File: config.mk
export PLATFORM = sky130hd
export DESIGN_NAME = lru_key_value_read_cache
export DESIGN_NICKNAME = d
export VERILOG_FILES = /design/src/hdl/lkv_pkg.sv /design/src/hdl/lru_key_value_read_cache.sv /design/src/hdl/lkv_ram.sv /design/src/hdl/lkv_tags.sv
export SDC_FILE = /design/constraint.sdc
export NUM_CORES = 2
export LEC_CHECK = 0
export ABC_AREA = 1
export BUFFER_PORTS_ARGS = -buffer_cell sky130_fd_sc_hd__buf_2
export CELL_PAD_IN_SITES_DETAIL_PLACEMENT = 1
export CELL_PAD_IN_SITES_GLOBAL_PLACEMENT = 2
export CORE_MARGIN = 3
export CORE_UTILIZATION = 43
export DETAILED_ROUTE_END_ITERATION = 6
export GPL_TIMING_DRIVEN = 0
export PLACE_DENSITY_LB_ADDON = 0.1
export RECOVER_POWER = 50
export SLEW_MARGIN = 40
export SYNTH_ARGS = -nofsm -noshare
export SYNTH_HDL_FRONTEND = slang
export SYNTH_SLANG_ARGS = --single-unit
File: constraint.sdc
create_clock -name clock -period 7.2 [get_ports clock]
set_input_delay 0.72 -clock clock [delete_from_list [all_inputs] [get_ports clock]]
set_output_delay 0.72 -clock clock [all_outputs]
set_load 0.01 [all_outputs]
File: src/hdl/lkv_pkg.sv
`timescale 1ns / 1ps

package lkv_pkg;

   // Widths of the stream fields.
   localparam int KIND_FIELD_W  = 2;
   localparam int KEY_FIELD_W   = 32;
   localparam int VALUE_FIELD_W = 32;
   localparam int SLOT_FIELD_W  = 4;
   localparam int REQ_DATA_W    = 64;
   localparam int RSP_DATA_W    = 40;

   typedef enum logic [KIND_FIELD_W-1:0] {
      KIND_GET  = 2'd0,
      KIND_PUT  = 2'd1,
      KIND_FILL = 2'd2
   } kind_type;

   // Outcome of one lookup, from the tag array to the datapath.
   typedef struct packed {
      logic hit;
      logic replaced;
      logic value_wr;
      logic value_rd;
   } lookup_type;

endpackage

File: src/hdl/lru_key_value_read_cache.sv
`timescale 1ns / 1ps

// Channel   Direction  tdata (lowest bit up)                            tuser
// req_      in         key[31:0], write_value[63:32]                     kind[1:0]
// rsp_      out        hit[0], read_value[32:1], slot_index[36:33],      none
//                      replaced[37], zero[39:38]
//
// One transaction is accepted every cycle while rsp_tready is high; a result passes
// through the input register and then the result register around the tag compare.
// Reset clears all valid bits and puts the order back to slot 0 least recent.
// When rsp_tready is low the result holds and the input register takes one more
// transaction before req_tready drops.
module lru_key_value_read_cache #(
   parameter int SLOTS      = 16,
   parameter int KEY_BITS   = 32,
   parameter int VALUE_BITS = 32
) (
   input  logic                           clock,
   input  logic                           reset,
   input  logic                           req_tvalid,
   output logic                           req_tready,
   input  logic [lkv_pkg::REQ_DATA_W-1:0] req_tdata,  // key, write_value
   input  logic [lkv_pkg::KIND_FIELD_W-1:0] req_tuser, // kind
   output logic                           rsp_tvalid,
   input  logic                           rsp_tready,
   output logic [lkv_pkg::RSP_DATA_W-1:0] rsp_tdata   // hit, read_value, slot_index,
                                                      // replaced, zero fill
);

   localparam int SlotW      = $clog2(SLOTS);
   localparam int KeyFieldW  = lkv_pkg::KEY_FIELD_W;
   localparam int ValFieldW  = lkv_pkg::VALUE_FIELD_W;
   localparam int SlotFieldW = lkv_pkg::SLOT_FIELD_W;
   localparam int PadW       = lkv_pkg::RSP_DATA_W - 2 - ValFieldW - SlotFieldW;

   logic                    in_valid_ff;
   lkv_pkg::kind_type       in_kind_ff;
   logic [KEY_BITS-1:0]     in_key_ff;
   logic [VALUE_BITS-1:0]   in_value_ff;

   logic                    rsp_valid_ff;
   logic                    out_hit_ff;
   logic                    out_repl_ff;
   logic                    out_rd_ff;
   logic [SlotW-1:0]        out_slot_ff;

   logic                    advance;
   lkv_pkg::lookup_type     look;
   logic [SlotW-1:0]        slot;
   logic [VALUE_BITS-1:0]   rd_data;
   logic [ValFieldW-1:0]    read_value;

   assign advance    = in_valid_ff && (!rsp_valid_ff || rsp_tready);
   assign req_tready = !in_valid_ff || advance;

   always_ff @(posedge clock) begin
      if (reset) begin
         in_valid_ff <= 1'b0;
      end else if (req_tready) begin
         in_valid_ff <= req_tvalid;
      end
   end

   always_ff @(posedge clock) begin
      if (req_tready && req_tvalid) begin
         in_kind_ff  <= lkv_pkg::kind_type'(req_tuser);
         in_key_ff   <= KEY_BITS'(64'(req_tdata[KeyFieldW-1:0]));
         in_value_ff <= VALUE_BITS'(64'(req_tdata[KeyFieldW +: ValFieldW]));
      end
   end

   lkv_tags #(
      .SLOTS    (SLOTS),
      .KEY_BITS (KEY_BITS)
   ) u_tags (
      .clock (clock),
      .reset (reset),
      .step  (advance),
      .kind  (in_kind_ff),
      .key   (in_key_ff),
      .look  (look),
      .slot  (slot)
   );

   // A get reads its value here; the read data is held until the next get
   // advances, so it stays put while the result waits.
   lkv_ram #(
      .WIDTH (VALUE_BITS),
      .DEPTH (SLOTS)
   ) u_values (
      .clock   (clock),
      .wr_en   (advance && look.value_wr),
      .wr_addr (slot),
      .wr_data (in_value_ff),
      .rd_en   (advance && look.value_rd),
      .rd_addr (slot),
      .rd_data (rd_data)
   );

   always_ff @(posedge clock) begin
      if (reset) begin
         rsp_valid_ff <= 1'b0;
      end else if (advance) begin
         rsp_valid_ff <= 1'b1;
      end else if (rsp_tready) begin
         rsp_valid_ff <= 1'b0;
      end
   end

   always_ff @(posedge clock) begin
      if (advance) begin
         out_hit_ff  <= look.hit;
         out_repl_ff <= look.replaced;
         out_rd_ff   <= look.value_rd;
         out_slot_ff <= slot;
      end
   end

   assign read_value = out_rd_ff ? ValFieldW'(64'(rd_data)) : '0;

   assign rsp_tvalid = rsp_valid_ff;
   assign rsp_tdata  = {{PadW{1'b0}}, out_repl_ff, SlotFieldW'(out_slot_ff),
                        read_value, out_hit_ff};

endmodule

File: src/hdl/lkv_ram.sv
`timescale 1ns / 1ps

module lkv_ram #(
   parameter int WIDTH = 32,
   parameter int DEPTH = 16
) (
   input  logic                     clock,
   input  logic                     wr_en,
   input  logic [$clog2(DEPTH)-1:0] wr_addr,
   input  logic [WIDTH-1:0]         wr_data,
   input  logic                     rd_en,
   input  logic [$clog2(DEPTH)-1:0] rd_addr,
   output logic [WIDTH-1:0]         rd_data
);

   logic [WIDTH-1:0] mem_ff [DEPTH];
   logic [WIDTH-1:0] rd_data_ff;

   always_ff @(posedge clock) begin
      if (wr_en) begin
         mem_ff[wr_addr] <= wr_data;
      end
      if (rd_en) begin
         rd_data_ff <= mem_ff[rd_addr];
      end
   end

   assign rd_data = rd_data_ff;

endmodule

File: src/hdl/lkv_tags.sv
`timescale 1ns / 1ps

module lkv_tags #(
   parameter int SLOTS    = 16,
   parameter int KEY_BITS = 32
) (
   input  logic                     clock,
   input  logic                     reset,
   input  logic                     step,
   input  lkv_pkg::kind_type        kind,
   input  logic [KEY_BITS-1:0]      key,
   output lkv_pkg::lookup_type      look,
   output logic [$clog2(SLOTS)-1:0] slot
);

   localparam int SlotW = $clog2(SLOTS);

   logic [KEY_BITS-1:0] key_ff   [SLOTS];
   logic [SLOTS-1:0]    valid_ff;
   logic [SLOTS-1:0]    valid_in;
   logic [SlotW-1:0]    rank_ff  [SLOTS];
   logic [SlotW-1:0]    rank_in  [SLOTS];

   logic [SLOTS-1:0]    match;
   logic                found;
   logic [SlotW-1:0]    hit_slot;
   logic [SlotW-1:0]    victim;
   logic [SlotW-1:0]    old_rank;
   logic                promote;

   always_comb begin
      found    = 1'b0;
      hit_slot = '0;
      victim   = '0;
      // Scan downward so the lowest matching index wins among duplicate keys.
      for (int i = SLOTS - 1; i >= 0; i--) begin
         match[i] = valid_ff[i] && (key_ff[i] == key);
         if (match[i]) begin
            found    = 1'b1;
            hit_slot = SlotW'(i);
         end
         if (rank_ff[i] == '0) begin
            victim = SlotW'(i);
         end
      end
   end

   always_comb begin
      look    = '0;
      slot    = '0;
      promote = 1'b0;
      case (kind)
         lkv_pkg::KIND_GET: begin
            if (found) begin
               look.hit      = 1'b1;
               look.value_rd = 1'b1;
               slot          = hit_slot;
               promote       = 1'b1;
            end
         end
         lkv_pkg::KIND_PUT: begin
            look.value_wr = 1'b1;
            if (found) begin
               look.hit = 1'b1;
               slot     = hit_slot;
            end else begin
               look.replaced = 1'b1;
               slot          = victim;
               promote       = 1'b1;
            end
         end
         lkv_pkg::KIND_FILL: begin
            look.value_wr = 1'b1;
            look.replaced = 1'b1;
            slot          = victim;
            promote       = 1'b1;
         end
         default: begin
         end
      endcase
   end

   assign old_rank = rank_ff[slot];

   // The promoted slot goes to the top; every slot ranked above it moves down one.
   always_comb begin
      valid_in = valid_ff;
      for (int i = 0; i < SLOTS; i++) begin
         rank_in[i] = rank_ff[i];
         if (step && promote) begin
            if (SlotW'(i) == slot) begin
               rank_in[i] = SlotW'(SLOTS - 1);
            end else if (rank_ff[i] > old_rank) begin
               rank_in[i] = rank_ff[i] - 1'b1;
            end
         end
      end
      if (step && look.replaced) begin
         valid_in[slot] = 1'b1;
      end
   end

   always_ff @(posedge clock) begin
      if (reset) begin
         valid_ff <= '0;
         for (int i = 0; i < SLOTS; i++) begin
            rank_ff[i] <= SlotW'(i);
         end
      end else begin
         valid_ff <= valid_in;
         for (int i = 0; i < SLOTS; i++) begin
            rank_ff[i] <= rank_in[i];
         end
      end
   end

   always_ff @(posedge clock) begin
      if (step && look.replaced) begin
         key_ff[slot] <= key;
      end
   end

endmodule
## After elaboration in Yosys (flattened, before gate mapping)

Memories as Yosys holds them, arrays and structs flattened. A register that Yosys moved wholly into a read port is not among the register bits.
Cells that the tools add are included.

- Flip-flop bits (word level): 91
- RAM bits: 1088
- Memories kept: 3

Memories:

| memory | words | bits a word | rd ports | clocked after Yosys merged registers in | wr ports | RTL line | text |
|---|---|---|---|---|---|---|---|
| u_tags.key_ff | 16 | 32 | 16 | 0 | 1 | lkv_tags.sv:18 | `logic [KEY_BITS-1:0] key_ff [SLOTS];` |
| u_values.mem_ff | 16 | 32 | 1 | 1 | 1 | lkv_ram.sv:16 | `logic [WIDTH-1:0] mem_ff [DEPTH];` |
| u_tags.rank_ff | 16 | 4 | 17 | 0 | 16 | lkv_tags.sv:21 | `logic [SlotW-1:0] rank_ff [SLOTS];` |

- Add/subtract/negate cells: 16
- Magnitude comparators: 18
- Equal/unequal tests: 33
- Mux-type cells: 132
- Bitwise logic cells: 17
- Reduce and logical (&&, ||, !) cells: 47

Operators by type and width:

| kind | number |
|---|---|
| 32-bit equality test | 16 |
| 4-bit two-way mux | 98 |
| 4-bit logical NOT | 17 |
| 4-bit > comparator | 16 |
| 4-bit by 1-bit subtractor with 4-bit output, second input constant | 16 |
| 4-bit equality test, first input constant | 8 |
| 32-bit two-way mux | 1 |
| 1-bit two-way mux | 29 |
| 1-bit logical AND | 23 |
| 3-bit by 4-bit equality test with 1-bit output, first input constant | 4 |
| 1-bit bitwise OR | 16 |
| 16-bit bitwise OR | 1 |
| 4-bit one-hot mux with 3 select lines | 1 |
| 2-bit by 4-bit equality test with 1-bit output, first input constant | 2 |
| 4-bit by 5-bit less-than comparator with 1-bit output, second input constant | 1 |
| 1-bit demux with 4-bit select | 1 |
| 1-bit by 4-bit equality test with 1-bit output, first input constant | 1 |
| 4-bit by 1-bit >= comparator with 1-bit output, second input constant | 1 |
| 2-bit one-hot mux with 2 select lines | 1 |
| 1-bit one-hot mux with 3 select lines | 1 |
| 2-bit by 1-bit equality test with 1-bit output, second input constant | 1 |
| 2-bit equality test, second input constant | 1 |
| 1-bit logical NOT | 2 |
| 2-bit logical NOT | 1 |
| other kinds (3) | 4 |

## Logic depth before layout (Yosys ltp)

An unclocked memory read counts as a cell.

- Depth after elaboration: 27
- Depth in mapped cells: 47
- Depth with buffers taken out: 44

## Cells and area by module

A second synthesis with hierarchy kept.

- Cell total of the unflattened synthesis: 5192
- Area total of the unflattened synthesis: 55085.3 sq um

By module, submodules not included:

| module | instances | cells an instance | area an instance (sq um) | seq. area each (sq um) |
|---|---|---|---|---|
| lkv_tags | 1 | 2910 | 29420.7 | 16976.3 |
| lkv_ram | 1 | 2120 | 23064.6 | 16335.7 |
| lru_key_value_read_cache | 1 | 162 | 2600.0 | 2232.1 |

## Worst setup path before layout

Ideal clock, no wire load.

- Kind: reg-to-reg
- From: register in_key_ff[26]
- To: memory u_tags.key_ff[0][0], enable pin
- Setup time: 387 ps
- Data arrival time: 5080 ps
- Path slack: 1733 ps
- Cell stages (with the launch flop): 25
- Path buffers: 3
- Period minus slack after synthesis: 5467 ps
- Path through: edfxtp_1 buf_2 buf_4 xnor2_1 nand3_1 nor4_1 nand3_1 nand2_1 nor2_1 nand2_1 nor2_4 nand2_2 nand2_4 nand3b_2 nand2_4 inv_4 nor2_8 inv_2 buf_2 nand2_1 nor2_1 inv_2 nor2_1 nand2_1 inv_1

- Word-level cells in the longest chain between the ends: 23
- Elaborated cells between the ends (all ways): 72
- Those cells by class: eq/ne (16); mux (39); reduce/logical (17)

Ends and longest elaborated chain:

| item | RTL line | text |
|---|---|---|
| start, declared | lru_key_value_read_cache.sv:38 | `logic [KEY_BITS-1:0] in_key_ff;` |
| start signal, assigned | lru_key_value_read_cache.sv:67 | `in_key_ff <= KEY_BITS'(64'(req_tdata[KeyFieldW-1:0]));` |
| 32-bit equality test | lkv_tags.sv:37 | `match[i] = valid_ff[i] && (key_ff[i] == key);` |
| 1-bit logical AND | lkv_tags.sv:37 |  |
| 1-bit two-way mux (16 in series) | lkv_tags.sv:38 | `if (match[i]) begin` |
| 1-bit two-way mux | lkv_tags.sv:63 | `if (found) begin` |
| 2-bit one-hot mux with 2 select lines | lkv_tags.sv:52 | `case (kind)` |
| 1-bit logical AND | lkv_tags.sv:118 | `if (step && look.replaced) begin` |
| 1-bit two-way mux | lkv_tags.sv:118 |  |
| 1-bit two-way mux (implied by the code) | lkv_tags.sv:119 | `key_ff[slot] <= key;` |
| end, declared | lkv_tags.sv:18 |  |

Parallel ways exist; a longest one is shown, timed or not.

==> impl_metrics.toml <==
[status]
status = "finished, final reports clean"

[placement]
io_buffers = 109
placed_area_sq_mm = 0.0588
place.gp.congestion = 0.865
dp_hpwl_microns = 145000

[finish]
regArea_sq_mm = 0.0355
drive_gt1_share_pct = 13.4
syn_to_final_growth_pct = 17.1
layout.nets = 5486
multi_input_area_sq_mm = 0.0159
final_cell_area_sq_mm = 0.0636
n_fill_cell = 13200

[sta]
slew_headroom_pct = 26.1
setup_viol = 0
post-route-min-period_ns = 6.96
max_clock_freq_ghz = 0.144
tightest_slew_ns = 1.11
fin_skew_ns = 0.0331
fin_crit_sh_pct = 96.7
maxSlewViolCount = 0
hold_viol = 0

[setup_path]
path_max_fanout = 16
path_class = "flip-flop to flip-flop"
cp-end-kind = "flip-flop"
r2r_start = "in_key_ff[3]"
rrSetupSlack_ns = 0.24
cp-start-kind = "flip-flop"
cp_slowest_cell = "clkbuf_1"
required_ns = 7.82
max_stage_delay_ns = 0.66
worst-r2r-cell-count = 36
timing.rr.end = "u_tags.rank_ff[3][1]"
cp.arrival_ns = 7.58
cpMostUsedCell = "nand2_1"

[global_route]
grt_max_degree = 48
grt.busiest_layer = "met2"
use_met2_pct = 46.4
met1_usage_pct = 45.9
track_usage_pct = 30.6
use_met3_pct = 5.02
grt_pass1_vias = 40500
antenna_found_initial = 10
grt_first_pass_wirelength_microns = 288000
gr-total-overflow = 0

[power_and_ir_drop]
pwr-share-seq_pct = 50.2
finalPower_uw = 15700
power.share.clock_pct = 43.8
power.density_mw_per_mm2 = 246
p_leak_uw = 0.0245
ir_drop_uv = 214
intPower_uw = 11900
power.switching_uw = 3740
swShare_pct = 23.9
power_frac_comb_pct = 6.0

[logic_synthesis]
synthArstFlopShare_pct = 0
yosys-top-cells-count = "edfxtp_1 (1129), nand2_1 (1049), nand3_1 (530), inv_1 (473), nand4_1 (344)"
netlist_area_sq_mm = 0.0543
synth-seq-area-share_pct = 65.5
ys_types = 54
synth_top_cells_by_area = "edfxtp_1 (62%), nand2_1 (7.3%), nand3_1 (4.9%)"
synth-seq-cells = 1211
syn_avg_cell_area_sq_um = 11.0
synth_top_area_cell = "edfxtp_1"
syn_inst = 4918
synth_top_area_share_pct = 62.5
ys_warn_count = 0
synth_edf_count = 1129
yosysMostFrequentCell = "edfxtp_1"
synth_ff_type = "edfxtp_1"

[flow_run]
maxCapViolCount = 0

[die]
die_h_microns = 361
io_pins = 112
die-area_sq_mm = 0.131
die_x_microns = 361
num_rows = 129
start_util_pct = 43.6
core_sq_mm = 0.124

[routing]
firstDrtPassIters = 6
drc = 0
dr_total_vias = 41100
vias_per_cell = 5.80
first_iter_violations = 4753
avgRoutedWirePerCell_microns = 28.5
postRouteAntennaNets = 0
routed_wl_microns = 202000

[worst_hold_path]
min_from = "req_tdata[52]"
hold_path_depth = 1
hp-class = "primary input to flip-flop"
hold_end = "in_value_ff[20]"

[clock_network]
cts.path.max_buffers = 3
htreeDepth = 4
cts_root_buf = "clkbuf_16"
worst_skew_pair.late_latency_ns = 0.79
postCtsHoldBufs = 0
cts_tree = "yes"
numCtsBuffers = 137
path_clk_slew_ns = 0.06
clock_sinks = 1211
## placed cells by master (no fill, tap or decap), types with 9 or more instances in the layout
cell type  netlist  layout
clkbuf_16        0     139
xnor2_1        174     174
or2_2           16      16
buf_2          115     221
xor2_1          72      72
a22o_1          14      14
o21ai_0        101     100
a32oi_1         15      14
buf_8            0      25
o211ai_1        10      10
and3_1          10       9
buf_1           28      22
clkbuf_1        78     128
clkinv_2         0      20
buf_6            1      43
ha_1            84      84
nand2_1       1049    1046
o21ai_1         43      43
edfxtp_1      1129    1129
nor2_4           1      21
inv_2           27      29
nand4_1        344     344
clkbuf_2         0      16
o22ai_1         52      52
nor3_1          35      25
clkinv_1         1      25
o2111ai_1       16      16
buf_4           42      80
clkbuf_4         1      18
dfxtp_1         82      82
nand3_1        530     530
a21oi_1         65      65
nor2_1         253     231
buf_16           0      23
inv_1          473     468
nor3_2           5       9
## stage by stage
| step | utilization, % | setup TNS, ns | instances | hold slack [ns] | setup WS [ns] |
|---|---|---|---|---|---|
| 2_1_floorplan | - | 0 | 4919 | 0.403 | 1.73 |
| 3_3_place_gp | 45.7 | -1957.04 | 6665 | 0.412 | -3.54 |
| 3_5_place_dp | 47.3 | -26.20 | 6792 | 0.423 | -0.580 |
| 4_1_cts | 50.8 | 0 | 7052 | 0.0548 | 0.00312 |
| 5_1_grt | 51.1 | -0.00797 | 7084 | 0.0718 | -0.00797 |
| 6_report | 51.1 | 0 | 7084 | 0.110 | 0.240 |
## cell type report
class,count,area share (%)
inverter,503,2.99
buffer,265,2.15
sequential,1211,55.9
antenna,2,0.00787
tap,1637,3.22
clock buffer,184,5.82
multi-input combinational,2940,24.9
timing repair buffer,274,3.96
clock inverter,68,0.988
## power by group through the flow
stage          Clock [uW]  Combinational (uW)  Sequential [uW]
2_1_floorplan           0                 486             7970
3_5_place_dp            0                 865             8030
4_1_cts              6940                 890             7870
3_3_place_gp            0                 771             8070
6_report             6860                 939             7850
5_1_grt              7230                1020             7850
## sequential cells by signal (all words and copies together), names as in the netlist
register / flops
u_values.rd_data: 32
u_tags.key_ff: 512
u_tags.rank_ff: 64
out_repl_ff: 1
out_hit_ff: 1
u_tags.valid_ff: 16
in_kind_ff: 2
in_valid_ff: 1
out_slot_ff: 4
u_values.mem_ff: 512
in_value_ff: 32
out_rd_ff: 1
in_key_ff: 32
rsp_tvalid: 1
## critical path: cells and delay by family (launching register included)
family,cells,cell delay [ns]
compound gates,5,0.95
fa+ha+maj,1,0.21
buf+inv,9,2.07
flops,1,0.57
simple gates,21,2.96
## per-layer routing
layer  vias up  share of wire, %
met2      1791                44
met4         2               2.4
met1     21000                45
met3       265               8.4
met5         -            0.0064
li1      18100                 -
## worst max-delay path by stage
stage	from	endpoint
2_1_floorplan	in_key_ff[26]	u_tags.key_ff[0][0]
3_3_place_gp	in_key_ff[7]	u_tags.key_ff[12][9]
3_5_place_dp	in_key_ff[0]	u_tags.rank_ff[11][1]
4_1_cts	in_key_ff[20]	u_tags.rank_ff[7][1]
5_1_grt	in_key_ff[1]	u_tags.rank_ff[7][1]
6_report	in_key_ff[3]	u_tags.rank_ff[3][1]
## logic make-up (layout without fill, tap and decap cells)
group                    after synthesis  in the layout  synth area share, %
AO/OA/AOI/OAI                        336            336                 3.69
XOR/XNOR                             246            246                 3.97
adder cells (fa/ha/maj)               84             84                 1.94
buffers and inverters                768           1294                 5.90
flip-flops                          1211           1211                 65.5
other                                  1              4              0.00691
AND/OR/NAND/NOR                     2272           2272                 19.0
## timing repair
| action | 4_1_cts | 5_1_grt |
|---|---|---|
| setup buffers | 8 | 23 |
| setup endpoints to repair | 64 | 64 |
| pin swaps | 0 | 1 |
| resized for setup | 11 | 37 |
No activity file was read; power rests on OpenSTA's default activity.
